[config.mk]
export PLATFORM = sky130hd
export DESIGN_NAME = msp_frame_parser_core
export DESIGN_NICKNAME = d
export VERILOG_FILES = /design/src/hw/rtl/msp_pkg.sv /design/src/hw/rtl/msp_frame_parser_core.sv
export SDC_FILE = /design/constraint.sdc
export NUM_CORES = 1
export LEC_CHECK = 0
export ABC_CLOCK_PERIOD_IN_PS = 3300
export BUFFER_PORTS_ARGS = -buffer_cell sky130_fd_sc_hd__buf_2
export CORE_ASPECT_RATIO = 0.7
export CORE_MARGIN = 5
export CORE_UTILIZATION = 55
export CTS_CLUSTER_SIZE = 25
export DETAILED_ROUTE_END_ITERATION = 12
export PLACE_DENSITY = 0.77
export SYNTH_ARGS = -nofsm -noshare
export SYNTH_HDL_FRONTEND = slang
export SYNTH_SLANG_ARGS = --single-unit
[constraint.sdc]
create_clock -name clk -period 3.3 [get_ports clk]
set_clock_uncertainty 0.15 [all_clocks]
set_input_delay 0.33 -clock clk [delete_from_list [all_inputs] [get_ports clk]]
set_output_delay 0.33 -clock clk [all_outputs]
set_load 0.01 [all_outputs]
[src/hw/rtl/msp_pkg.sv]
// ----------------------------------------------------------------------------
// msp_pkg
// Codes, header characters, register indexes and parser phase type for the frame parser.
// ----------------------------------------------------------------------------
package msp_pkg;

	// header characters
	localparam logic [7:0] CH_DOLLAR = 8'h24;
	localparam logic [7:0] CH_M      = 8'h4D;
	localparam logic [7:0] CH_GT     = 8'h3E;

	// event codes on event_res
	localparam logic [2:0] EV_NONE = 3'd0;
	localparam logic [2:0] EV_DATA = 3'd1;
	localparam logic [2:0] EV_GOOD = 3'd2;
	localparam logic [2:0] EV_FAIL = 3'd3;
	localparam logic [2:0] EV_BAD  = 3'd4;

	// header phase reported with EV_BAD
	localparam logic [1:0] HP_DOLLAR = 2'd0;
	localparam logic [1:0] HP_M      = 2'd1;
	localparam logic [1:0] HP_GT     = 2'd2;

	// configuration register indexes
	localparam int unsigned CFG_IDX_W = 3;
	localparam logic [CFG_IDX_W-1:0] REG_MAX_PAYLOAD = 3'd0;
	localparam logic [CFG_IDX_W-1:0] REG_MASK_0      = 3'd1;
	localparam logic [CFG_IDX_W-1:0] REG_MASK_1      = 3'd2;
	localparam logic [CFG_IDX_W-1:0] REG_MASK_2      = 3'd3;
	localparam logic [CFG_IDX_W-1:0] REG_MASK_3      = 3'd4;

	localparam logic [7:0] MAX_PAYLOAD_RST = 8'd64;

	typedef enum logic [2:0] {
		PH_HUNT,
		PH_GOT_D,
		PH_GOT_M,
		PH_SIZE,
		PH_CMD,
		PH_FILL,
		PH_CHECK,
		PH_SKIP
	} phase_t;

endpackage

[src/hw/rtl/msp_frame_parser_core.sv]
// ----------------------------------------------------------------------------
// msp_frame_parser_core
// Reply-frame deframer for the v1 serial protocol: '$' 'M' '>' size command
// payload checksum, one received byte in, one event out per byte.
// ----------------------------------------------------------------------------
//
//  channel  | handshake              | payload
//  ---------+------------------------+------------------------------------------
//  input    | in_valid / in_ready    | byte_in
//  result   | out_valid / out_ready  | event_res command_id data_byte byte_index
//           |                        | frame_size header_phase last
//  config   | cfg_we (no wait)       | cfg_index cfg_data
//
//  Every accepted byte yields exactly one result transfer, event none included.
//  A byte passes the byte register (_s1), then the parse logic writes the
//  result register (_s2) and the parser state in the same edge.
//  Throughput is one byte per cycle while the result is not stalled; the
//  single state update per byte is the only loop.
//  A stalled result holds both stages; in_ready drops only when both are full.
//  Reset: parser hunts for '$', max_payload is 64, the interest mask is clear.
//
module msp_frame_parser_core (
	input  logic        clk,
	input  logic        arst_n,

	input  logic        in_valid,
	output logic        in_ready,
	input  logic [7:0]  byte_in,

	output logic        out_valid,
	input  logic        out_ready,
	output logic [2:0]  event_res,
	output logic [7:0]  command_id,
	output logic [7:0]  data_byte,
	output logic [7:0]  byte_index,
	output logic [7:0]  frame_size,
	output logic [1:0]  header_phase,
	output logic        last,

	input  logic                            cfg_we,
	input  logic [msp_pkg::CFG_IDX_W-1:0]   cfg_index,
	input  logic [63:0]                     cfg_data
);

	// configuration
	logic [7:0]   max_payload_q;
	logic [255:0] interest_q;

	always_ff @(posedge clk or negedge arst_n) begin
		if (!arst_n) begin
			max_payload_q <= msp_pkg::MAX_PAYLOAD_RST;
			interest_q    <= '0;
		end else if (cfg_we) begin
			case (cfg_index)
				msp_pkg::REG_MAX_PAYLOAD: max_payload_q      <= cfg_data[7:0];
				msp_pkg::REG_MASK_0:      interest_q[63:0]    <= cfg_data;
				msp_pkg::REG_MASK_1:      interest_q[127:64]  <= cfg_data;
				msp_pkg::REG_MASK_2:      interest_q[191:128] <= cfg_data;
				msp_pkg::REG_MASK_3:      interest_q[255:192] <= cfg_data;
				default: ; // unmapped index, dropped
			endcase
		end
	end

	// pipeline control
	logic       valid_s1;
	logic [7:0] byte_s1;
	logic       valid_s2;
	logic       adv_s1;

	assign adv_s1   = valid_s1 && (!valid_s2 || out_ready);
	assign in_ready = !valid_s1 || adv_s1;

	always_ff @(posedge clk or negedge arst_n) begin
		if (!arst_n) begin
			valid_s1 <= 1'b0;
		end else if (in_ready) begin
			valid_s1 <= in_valid;
		end
	end

	always_ff @(posedge clk) begin
		if (in_ready && in_valid) begin
			byte_s1 <= byte_in;
		end
	end

	// parser state
	msp_pkg::phase_t phase_q, phase_d;
	logic [7:0] size_q, size_d;
	logic [7:0] cmd_q, cmd_d;
	logic [8:0] count_q, count_d;
	logic [7:0] xor_q, xor_d;

	// result of the byte in stage 1
	logic [2:0] ev_d;
	logic [7:0] rcmd_d, rdata_d, ridx_d, rsize_d;
	logic [1:0] rhp_d;
	logic       rlast_d;

	logic [8:0] count_inc;
	logic       kept;
	logic [7:0] chk;

	assign count_inc = count_q + 9'd1;
	assign kept      = interest_q[byte_s1];
	assign chk       = xor_q ^ byte_s1;

	always_comb begin
		phase_d = phase_q;
		size_d  = size_q;
		cmd_d   = cmd_q;
		count_d = count_q;
		xor_d   = xor_q;
		ev_d    = msp_pkg::EV_NONE;
		rcmd_d  = '0;
		rdata_d = '0;
		ridx_d  = '0;
		rsize_d = '0;
		rhp_d   = msp_pkg::HP_DOLLAR;
		rlast_d = 1'b0;
		case (phase_q)
			msp_pkg::PH_HUNT: begin
				if (byte_s1 == msp_pkg::CH_DOLLAR) begin
					phase_d = msp_pkg::PH_GOT_D;
				end else begin
					ev_d    = msp_pkg::EV_BAD;
					rdata_d = byte_s1;
					rhp_d   = msp_pkg::HP_DOLLAR;
				end
			end
			msp_pkg::PH_GOT_D: begin
				if (byte_s1 == msp_pkg::CH_M) begin
					phase_d = msp_pkg::PH_GOT_M;
				end else begin
					ev_d    = msp_pkg::EV_BAD;
					rdata_d = byte_s1;
					rhp_d   = msp_pkg::HP_M;
					phase_d = msp_pkg::PH_HUNT;
				end
			end
			msp_pkg::PH_GOT_M: begin
				if (byte_s1 == msp_pkg::CH_GT) begin
					phase_d = msp_pkg::PH_SIZE;
				end else begin
					ev_d    = msp_pkg::EV_BAD;
					rdata_d = byte_s1;
					rhp_d   = msp_pkg::HP_GT;
					phase_d = msp_pkg::PH_HUNT;
				end
			end
			msp_pkg::PH_SIZE: begin
				// oversized frame: silent drop, resync on the next byte
				if (byte_s1 > max_payload_q) begin
					phase_d = msp_pkg::PH_HUNT;
				end else begin
					size_d  = byte_s1;
					xor_d   = byte_s1;
					phase_d = msp_pkg::PH_CMD;
				end
			end
			msp_pkg::PH_CMD: begin
				count_d = '0;
				cmd_d   = byte_s1;
				xor_d   = chk;
				if (!kept) begin
					phase_d = msp_pkg::PH_SKIP;
				end else if (size_q == 8'd0) begin
					phase_d = msp_pkg::PH_CHECK;  // empty frame: checksum next
				end else begin
					phase_d = msp_pkg::PH_FILL;
				end
			end
			msp_pkg::PH_FILL: begin
				ev_d    = msp_pkg::EV_DATA;
				rcmd_d  = cmd_q;
				rdata_d = byte_s1;
				ridx_d  = count_q[7:0];
				rsize_d = size_q;
				count_d = count_inc;
				xor_d   = chk;
				if (count_inc >= {1'b0, size_q}) begin
					phase_d = msp_pkg::PH_CHECK;
				end
			end
			msp_pkg::PH_CHECK: begin
				ev_d    = (chk != 8'd0) ? msp_pkg::EV_FAIL : msp_pkg::EV_GOOD;
				rcmd_d  = cmd_q;
				rdata_d = byte_s1;
				rsize_d = size_q;
				rlast_d = 1'b1;
				phase_d = msp_pkg::PH_HUNT;
			end
			msp_pkg::PH_SKIP: begin
				// payload plus checksum swallowed without events
				if (count_q >= {1'b0, size_q}) begin
					phase_d = msp_pkg::PH_HUNT;
				end
				count_d = count_inc;
			end
			default: begin
				phase_d = msp_pkg::PH_HUNT;
			end
		endcase
	end

	always_ff @(posedge clk or negedge arst_n) begin
		if (!arst_n) begin
			phase_q <= msp_pkg::PH_HUNT;
			size_q  <= '0;
			cmd_q   <= '0;
			count_q <= '0;
			xor_q   <= '0;
		end else if (adv_s1) begin
			phase_q <= phase_d;
			size_q  <= size_d;
			cmd_q   <= cmd_d;
			count_q <= count_d;
			xor_q   <= xor_d;
		end
	end

	// result register
	logic [2:0] ev_s2;
	logic [7:0] cmd_s2, data_s2, idx_s2, size_s2;
	logic [1:0] hp_s2;
	logic       last_s2;

	always_ff @(posedge clk or negedge arst_n) begin
		if (!arst_n) begin
			valid_s2 <= 1'b0;
		end else if (adv_s1) begin
			valid_s2 <= 1'b1;
		end else if (out_ready) begin
			valid_s2 <= 1'b0;
		end
	end

	always_ff @(posedge clk) begin
		if (adv_s1) begin
			ev_s2   <= ev_d;
			cmd_s2  <= rcmd_d;
			data_s2 <= rdata_d;
			idx_s2  <= ridx_d;
			size_s2 <= rsize_d;
			hp_s2   <= rhp_d;
			last_s2 <= rlast_d;
		end
	end

	assign out_valid    = valid_s2;
	assign event_res    = ev_s2;
	assign command_id   = cmd_s2;
	assign data_byte    = data_s2;
	assign byte_index   = idx_s2;
	assign frame_size   = size_s2;
	assign header_phase = hp_s2;
	assign last         = last_s2;

endmodule

==> impl_metrics.json, run 1 <==
{
  "power.static_leakage_nw": 8.48,
  "setup_violations": 0,
  "grt_usage_pct": 24.5,
  "fp-row-count": 52,
  "nNetsFinal": 1427,
  "cts_tree": "done",
  "insertedDiodeCount": 0,
  "path_class": "reg2reg",
  "yosysSeqAreaShare_pct": 55.1,
  "synth.distinct_cells": 61,
  "worst_setup_path_start_kind": "flop",
  "worstHoldStart": "cfg_index[1]",
  "end_kind": "flop",
  "netlist_area_um2": 16200,
  "required_ns": 3.58,
  "area_growth_pct": 19.8,
  "ys_seq_elements": 347,
  "clockBufferDepth": 3,
  "clk_pin_slew_worst_paths_ns": 0.06,
  "io_pins": 120,
  "drtPass1Iterations": 5,
  "rr_worst_depth": 10,
  "syn_inst": 1118,
  "layout.cells.non_filler": 1726,
  "routed-via-count": 10500,
  "relSlewSlack_pct": 31.0,
  "first_iter_violations": 1033,
  "start_util_pct": 55.8,
  "grt.overflow.total": 0,
  "syn_nets": 1223,
  "regToRegStartpoint": "byte_s1[0]",
  "r2r_end": "phase_q[1]",
  "worstHoldEndpoint": "max_payload_q[6]",
  "hold_viol": 0,
  "rsz0062_at_grt": "false",
  "h-tree-depth": 2,
  "totalWireLength_mm": 39.8,
  "globalplace.congestion": 0.879,
  "crit_fanout": 18,
  "timing.setup.tns_ns": 0,
  "cts_root_buf": "clkbuf_16",
  "fmax_mhz": 315,
  "status": "finished, final reports clean",
  "tightest_slew_ns": 1.04,
  "die_w_um": 215,
  "async_flop_share_pct": 87.0,
  "synth_ff_type": "dfrtp_1",
  "vdd_drop_max_mv": 0.417,
  "drc": 0,
  "period_share_pct": 96.1,
  "avgViaCountPerCell": 6.09,
  "io_buffers": 119,
  "ant_nets": 0,
  "grt_pass1_vias": 11000,
  "grt_max_degree": 84,
  "maxCapViolCount": 0,
  "clock-sinks": 347,
  "rrSetupSlack_ns": 0.13,
  "hold_class": "in2reg",
  "syn_avg_cell_area_um2": 14.5,
  "cp.arrival_ns": 3.45,
  "yosys_warnings": 0,
  "finalCriticalPeriod_ns": 3.17,
  "p_per_area_nw_per_um2": 657,
  "fp.dieH_um": 153,
  "drive_gt1_share_pct": 40.7,
  "numCtsBuffers": 34,
  "fillCellCount": 1971,
  "power_mw": 12.7,
  "wl_per_cell_um": 23.1,
  "dp_cells": 1587,
  "dpl.hpwl_mm": 26.8,
  "clk-insertion-delay-late_ns": 0.53,
  "whs_path_depth": 5,
  "core-area_um2": 29000,
  "antenna_found_initial": 1,
  "synth-edff-count": 45,
  "grt_pass1_wl_mm": 64.5,
  "dieArea_um2": 33000,
  "slew_violations": 0
}
## final cells by class
class | count | area (um2) | area share (%)
well taps | 378 | 473 | 2.44
repair buffers | 236 | 1820 | 9.42
clock inverters | 8 | 121 | 0.627
clock buffers | 54 | 1060 | 5.48
flip-flops and latches | 347 | 8910 | 46.0
inverters | 21 | 78.8 | 0.407
multi-input cells | 682 | 6890 | 35.6
## flip-flops by register name, summed over array words and instances, names as in the netlist, 8 cells and up
name / flops
byte_index: 8
byte_s1: 8
cmd_q: 8
command_id: 8
count_q: 9
data_byte: 8
frame_size: 8
interest_q: 256
max_payload_q: 8
size_q: 8
xor_q: 8
## synth_stat cells, types with 3 or more instances
cell / n / share of area, %
clkbuf_1: 46 / 1.1
o21ai_0: 29 / 0.90
buf_1: 4 / 0.093
nor2_1: 27 / 0.63
nand3_1: 12 / 0.37
nor2b_1: 9 / 0.35
a211oi_1: 4 / 0.19
nand3b_1: 3 / 0.14
a22o_1: 11 / 0.60
a32o_1: 7 / 0.43
buf_6: 8 / 0.56
a21oi_1: 17 / 0.53
buf_2: 8 / 0.25
mux4_2: 53 / 7.4
inv_1: 21 / 0.49
nand2_1: 37 / 0.86
ha_1: 25 / 1.9
mux4_1: 3 / 0.49
nor3b_1: 9 / 0.42
nand2b_1: 6 / 0.23
xnor2_1: 11 / 0.60
a22oi_1: 9 / 0.42
mux2_2: 268 / 19
nand4_1: 7 / 0.27
a21o_1: 12 / 0.56
dfrtp_1: 301 / 47
and2_1: 11 / 0.43
xor2_1: 4 / 0.22
and3_1: 18 / 0.70
nor3_1: 8 / 0.25
mux2i_1: 42 / 2.6
edfxtp_1: 45 / 8.4
o21a_1: 7 / 0.33
nor4_1: 3 / 0.12
## power breakdown
part	internal [mW]	total (mW)	switching (mW)
Clock	2.45	4.09	1.64
Combinational	1.49	2.82	1.33
Sequential	5.27	5.81	0.534
## layer usage
layer | wire [um] | vias up | track usage, %
met1 | 17900 | 5422 | 37.1
met2 | 18100 | 427 | 37.1
met3 | 2920 | 73 | 4.98
met5 | 73 | - | 1.30
li1 | - | 4589 | -
met4 | 778 | 4 | 5.40
## how the worst max path moves through the flow
| stage | cells after the start | slack, ns | to | start |
|---|---|---|---|---|
| 2_1_floorplan | 15 | 0.14 | xor_q[3] | byte_s1[0] |
| 5_1_grt | 11 | 0.03 | phase_q[0] | count_q[1] |
| 4_1_cts | 11 | 0.05 | xor_q[0] | byte_s1[0] |
| 3_5_place_dp | 11 | 0.11 | xor_q[0] | byte_s1[0] |
| 3_3_place_gp | 10 | 0.25 | phase_q[1] | byte_s1[0] |
| 6_report | 10 | 0.13 | phase_q[1] | byte_s1[0] |
## kinds of logic (layout without fill, tap and decap cells)
| group | count (synthesis) | in the layout | share of synthesized area, % |
|---|---|---|---|
| muxes | 366 | 366 | 29.1 |
| DFF | 347 | 347 | 55.1 |
| and+or+nand+nor | 163 | 163 | 5.52 |
| AOI/OAI and AO/OA | 113 | 113 | 4.90 |
| buffers and inverters | 89 | 319 | 2.55 |
| adders and majority gates | 25 | 25 | 1.94 |
| xor gates and xnor gates | 15 | 15 | 0.813 |
## cell usage in the layout (no fill, tap or decap), types with 12 or more instances in the layout
master	count
clkbuf_16	37
nand2_1	37
and3_1	18
buf_4	29
a21o_1	12
dfrtp_1	300
mux4_2	53
inv_1	21
o21ai_0	29
mux2_2	268
edfxtp_1	45
dlygate4sd3_1	76
a21oi_1	17
ha_1	25
buf_2	118
mux2i_1	42
nor2_1	26
buf_12	12
## metrics by stage
stage / hold slack (ns) / util [%] / worst slack [ns] / area, um2
finish: 0.201 / 66.9 / 0.129 / 19400
global route: 0.244 / 66.9 / 0.0268 / 19400
CTS: 0.196 / 66.7 / 0.0493 / 19300
global placement: 0.214 / 60.0 / 0.254 / 17400
detailed placement: 0.214 / 60.0 / 0.111 / 17400
floorplan: -0.116 / - / 0.140 / 16200
## worst max-delay path: stages, from the launching register on
cell	delay, ns
edfxtp_1	0.46
buf_12	0.22
buf_4	0.28
mux4_2	0.53
mux2i_1	0.22
mux4_2	0.29
nor3b_1	0.05
a211oi_1	0.32
o31a_2	0.23
nor3_2	0.06
a221oi_2	0.27
## timing repair
item	in CTS	in global routing
hold buffers	76	0
setup buffers	0	1
resized for setup	0	3
setup endpoints to repair	0	17
endpoints found under the hold margin	345	0
No activity file was read; power rests on OpenSTA's default activity.
==> run 2: changes to the inputs <==
ABC_AREA = 1   (was default)
==> run 2 against run 1 <==
  * Combinational power grew 2%
  * Wire length increased by 9.1%
  * Total power decreased by 1.8%
  * Clock power shrank 4%
  * Non-clock buffer count fell by 32
  * Fmax grew 5.5%
  * Hold slack lost 0.19 ns
  * Die area increased by 2.3%
  * Worst setup slack improved by 0.16 ns
  * Largest power group unchanged
==> impl_metrics.json, run 2 <==
{
  "vdd_drop_max_mv": 0.400,
  "path_class": "reg2reg",
  "first_iter_violations": 1370,
  "synth-edff-count": 45,
  "avgViaCountPerCell": 5.41,
  "cts_tree": "done",
  "grt_use_met2_pct": 40.0,
  "io_pins": 120,
  "slew_violations": 0,
  "p_per_area_nw_per_um2": 653,
  "met3_usage_pct": 5.02,
  "regToRegStartpoint": "phase_q[2]",
  "grt_usage_pct": 26.2,
  "antenna_found_initial": 0,
  "synth.most_common_cell": "nand2_1",
  "drc": 0,
  "rsz0062_at_grt": "false",
  "cp.arrival_ns": 3.21,
  "power.static_leakage_nw": 10.0,
  "timing.setup.tns_ns": 0,
  "rrSetupSlack_ns": 0.29,
  "routed-via-count": 14300,
  "fp-row-count": 53,
  "ant_nets": 0,
  "h-tree-depth": 2,
  "io_buffers": 119,
  "drive_gt1_share_pct": 9.50,
  "nNetsFinal": 2336,
  "async_flop_share_pct": 87.0,
  "grt_pass1_wl_mm": 72.4,
  "hold_class": "in2reg",
  "grt.met1_usage_pct": 39.3,
  "clock-sinks": 347,
  "largest_reg_flops": 256,
  "die_w_um": 217,
  "required_ns": 3.51,
  "clk_pin_slew_worst_paths_ns": 0.07,
  "top_register": "interest_q",
  "clk-insertion-delay-late_ns": 0.52,
  "ys_seq_elements": 347,
  "finalCriticalPeriod_ns": 3.01,
  "core-area_um2": 29800,
  "yosys_warnings": 0,
  "crit_start": "phase_q[2]",
  "clockBufferDepth": 3,
  "tightest_slew_ns": 1.18,
  "area_growth_pct": 15.6,
  "status": "finished, final reports clean",
  "yosysTopAreaCellShare_pct": 45.5,
  "numCtsBuffers": 34,
  "setup_violations": 0,
  "maxCapViolCount": 0,
  "synth_ff_type": "dfrtp_1",
  "grt_max_degree": 95,
  "start_util_pct": 55.5,
  "synth_common_cells": "nand2_1 (810), o21ai_0 (302), dfrtp_1 (301)",
  "end_kind": "flop",
  "synth_area_leader_cell": "dfrtp_1",
  "dieArea_um2": 33700,
  "synthTopCellsByArea": "dfrtp_1 (46%), nand2_1 (18%), o21ai_0 (9.1%), edfxtp_1 (8.2%), inv_1 (5.4%)",
  "insertedDiodeCount": 0,
  "fillCellCount": 2534,
  "grt.overflow.total": 0,
  "fmax_mhz": 333,
  "worstHoldStart": "cfg_data[60]",
  "relSlewSlack_pct": 20.9,
  "grt_pass1_vias": 13900,
  "dpl.hpwl_mm": 29.2,
  "cts_root_buf": "clkbuf_16",
  "wl_per_cell_um": 16.5,
  "syn_nets": 2207,
  "hold_viol": 0,
  "period_share_pct": 91.1,
  "power_mw": 12.5,
  "fp.dieH_um": 155,
  "totalWireLength_mm": 43.5,
  "globalplace.congestion": 0.928,
  "final_common_cell": "nand2_1",
  "crit_fanout": 14,
  "yosysSeqAreaShare_pct": 53.8,
  "syn_inst": 2102,
  "worst_setup_path_start_kind": "flop",
  "layout_common_cells": "nand2_1 (810), o21ai_0 (302), dfrtp_1 (301), inv_1 (240), buf_2 (118)",
  "post-route-util_pct": 64.1,
  "synth.distinct_cells": 36,
  "netlist_area_um2": 16500,
  "top_regs": "interest_q (256), count_q (9)",
  "post_cts_buffers": 0,
  "drtPass1Iterations": 6,
  "grt-busiest-layer": "met2",
  "syn_avg_cell_area_um2": 7.87
}
run 2: changes by cell type in the layout (fill, tap and decap cells not counted), moves of 28 or more:
| cell | previous run | this run |
|---|---|---|
| nand3_1 | 11 | 82 |
| o21ai_0 | 29 | 302 |
| inv_1 | 21 | 240 |
| mux2_2 | 268 | 0 |
| mux4_2 | 53 | 0 |
| dlygate4sd3_1 | 76 | 48 |
| nor2_1 | 26 | 91 |
| nand2_1 | 37 | 810 |
| mux2i_1 | 42 | 0 |
run 2: area by class of cell:
type                       count  area (um2)  share of cell area, %
sequential                   347        8910                   46.6
multi-input combinational   1402        6260                   32.7
timing repair buffer         204        1450                   7.59
clock buffer                  48        1010                   5.27
inverter                     242         911                   4.76
tap                          385         482                   2.52
clock inverter                10         106                  0.556
run 2: cell families after synthesis:
group,synth area share [%]
AOI/OAI and AO/OA,11.0
xor gates and xnor gates,0.794
buffers and inverters,8.49
and+or+nand+nor,24.0
adders and majority gates,1.89
DFF,53.8
run 2: path summary, 6_finish.rpt:
kind | end | depth (start not counted)
setup reg to reg | frame_size[1] | 10
setup / recovery | frame_size[1] | 10
hold / removal | interest_q[252] | 3
hold reg to reg | interest_q[227] | 2
min in group asynchronous | interest_q[78] | 2
max in group asynchronous | interest_q[42] | 3
run 2: through the flow:
step	cells	setup WS, ns	hold WS [ns]	cell area (um2)
floorplan	2102	0.743	-0.116	16500
global placement	2532	0.522	0.265	17500
detailed placement	2532	0.411	0.269	17500
CTS	2638	0.388	0.0000881	19100
global route	2638	0.0819	0.00659	19100
finish	2638	0.294	0.00611	19100
run 2: layer usage:
layer	routed length [um]	vias up
met4	764	0
met3	3510	80
met1	19900	6792
li1	-	6829
met2	19300	559
met5	0	-
run 2: critical path: stages (launching register included):
cell	delay (ns)
dfrtp_1	0.42
inv_1	0.14
nor2_1	0.12
buf_4	0.21
inv_1	0.17
nor2_1	0.29
inv_1	0.32
nand2_1	0.24
clkinv_1	0.33
buf_4	0.29
nor2_1	0.14
run 2: where the power goes:
part           internal [mW]  switching [mW]
Sequential              5.19           0.486
Combinational           1.09            1.79
Clock                   2.29            1.64
Total                   8.57            3.92
run 2: what timing repair did:
| action | CTS | global route |
|---|---|---|
| hold endpoints to repair | 204 | 0 |
| gates resized for setup | 0 | 0 |
| hold buffers | 48 | 0 |
==> run 3: changes to the inputs <==
CORE_ASPECT_RATIO = 1.75   (was 0.7)
==> run 3 against run 2 <==
  * Die area rose by 0.24%
  * Count of clock-buffer cells in the layout fell by 8
  * Clock power fell by 3%
  * Critical path depth rose by 2
  * Global-route usage rose by 0.12 points
  * Critical endpoint is now phase_q[2]
  * Worst setup slack improved by 0.063 ns
==> impl_metrics.json, run 3 (synthesis results as in run 2) <==
{
  "crit_fanout": 6,
  "grt.overflow.total": 0,
  "largest_reg_flops": 256,
  "slew_violations": 0,
  "p_per_area_nw_per_um2": 642,
  "wl_per_cell_um": 16.7,
  "cts_root_buf": "clkbuf_16",
  "drive_gt1_share_pct": 9.45,
  "dp_cells": 2528,
  "power.static_leakage_nw": 10.1,
  "clockBufferDepth": 3,
  "comb_power_share_pct": 23.5,
  "whs_ns": 0.0203,
  "grt_usage_pct": 26.3,
  "grt_max_degree": 129,
  "final_common_cell": "nand2_1",
  "internal-power_mw": 8.49,
  "avgViaCountPerCell": 5.38,
  "vdd_drop_max_mv": 0.541,
  "io_buffers": 119,
  "fp-row-count": 84,
  "timing.setup.tns_ns": 0,
  "routed-via-count": 14300,
  "path_class": "reg2reg",
  "rsz0062_at_grt": "false",
  "post_cts_buffers": 0,
  "numCtsBuffers": 31,
  "maxCapViolCount": 0,
  "clockPowerShare_pct": 30.7,
  "antenna_found_initial": 0,
  "dpl.hpwl_mm": 29.7,
  "first_iter_violations": 1258,
  "core-area_um2": 29800,
  "finalCriticalPeriod_ns": 2.94,
  "clock-sinks": 347,
  "hold_class": "in2reg",
  "post-route-util_pct": 65.0,
  "fmax_mhz": 340,
  "die_w_um": 141,
  "nNetsFinal": 2354,
  "globalplace.congestion": 0.935,
  "cts_tree": "done",
  "top_regs": "interest_q (256), count_q (9)",
  "setup_violations": 0,
  "clk_pin_slew_worst_paths_ns": 0.07,
  "top_register": "interest_q",
  "io_pins": 120,
  "start_util_pct": 55.4,
  "p_seq_share_pct": 45.7,
  "fp.dieH_um": 239,
  "p_sw_mw": 3.96,
  "drc": 0,
  "area_growth_pct": 17.2,
  "required_ns": 3.58,
  "relSlewSlack_pct": 25.7,
  "worst_setup_path_start_kind": "flop",
  "dieArea_um2": 33800,
  "grt_pass1_vias": 14100,
  "cp.arrival_ns": 3.23,
  "h-tree-depth": 1,
  "status": "finished, final reports clean",
  "clk-insertion-delay-late_ns": 0.57,
  "power_mw": 12.5,
  "tightest_slew_ns": 1.11,
  "grt_pass1_wl_mm": 71.7,
  "layout.cells.non_filler": 2661,
  "layout_common_cells": "nand2_1 (810), o21ai_0 (302), dfrtp_1 (301), inv_1 (240), buf_2 (118)",
  "switching_share_pct": 31.8,
  "end_kind": "flop",
  "insertedDiodeCount": 0,
  "drtPass1Iterations": 5,
  "hold_viol": 0,
  "period_share_pct": 89.2,
  "totalWireLength_mm": 44.5,
  "ant_nets": 0
}
==> run 3: changes by cell type in the layout (fill, tap and decap cells not counted), sizes merged <==
cell,delta
clkinv,+2
clkinvlp,+1
bufinv,+1
buf,-6
dlygate4sd3,+27
clkbuf,-8
inv,+4
==> run 3: power by group through the flow <==
stage / Sequential [mW] / Combinational [mW] / Clock, mW
2_1_floorplan: 5.65 / 1.98 / 0
3_3_place_gp: 5.72 / 2.71 / 0
3_5_place_dp: 5.75 / 2.82 / 0
4_1_cts: 5.68 / 2.91 / 3.86
5_1_grt: 5.78 / 3.32 / 4.05
6_report: 5.69 / 2.93 / 3.83
==> run 3: final timing paths <==
path / startpoint / end / depth (start not counted) / slack [ns]
max in group asynchronous: arst_n / interest_q[27] / 3 / 1.81
setup reg to reg: count_q[2] / phase_q[2] / 12 / 0.36
setup / recovery: count_q[2] / phase_q[2] / 12 / 0.36
min in group asynchronous: arst_n / valid_s1 / 2 / 0.19
hold / removal: cfg_data[7] / interest_q[71] / 3 / 0.02
hold reg to reg: interest_q[35] / interest_q[35] / 2 / 0.34
==> run 3: cell type report <==
cell class                      instances  area [um2]
Clock buffer                           40         906
Fill cell                            2503       10500
Multi-Input combinational cell       1402        6260
Tap cell                              387         484
Clock inverter                         18         180
Timing Repair Buffer                  225        1740
Sequential cell                       347        8910
Inverter                              242         911
==> run 3: metal layers <==
| metal | routed length [um] | track usage, % | vias up |
|---|---|---|---|
| li1 | - | - | 6883 |
| met1 | 16400 | 30.6 | 6740 |
| met2 | 22800 | 46.4 | 544 |
| met3 | 2450 | 2.76 | 148 |
| met4 | 2850 | 16.0 | 0 |
| met5 | 0 | 0 | - |
==> run 3: critical path, stage by stage, from the launching register on <==
cell and delay [ns]:
dfrtp_1 0.42, inv_1 0.12, nor4_2 0.36, nand4_1 0.16, xor2_1 0.22, inv_1 0.07, ha_1 0.29, nor3b_1 0.17
a41oi_1 0.13, nand4_1 0.12, nand4_1 0.29, nand2_1 0.18, o21ai_0 0.13
==> run 3: stage by stage <==
stage / setup WS, ns / instance area, um2
floorplan: 0.743 / 16500
global placement: 0.369 / 17600
detailed placement: 0.277 / 17600
CTS: 0.266 / 19400
global route: 0.135 / 19400
finish: 0.356 / 19400
==> run 3: repair_timing <==
item	CTS	global route
hold endpoints to repair	337	0
setup endpoints to repair	0	2
resized for setup	0	1
hold buffers	75	0
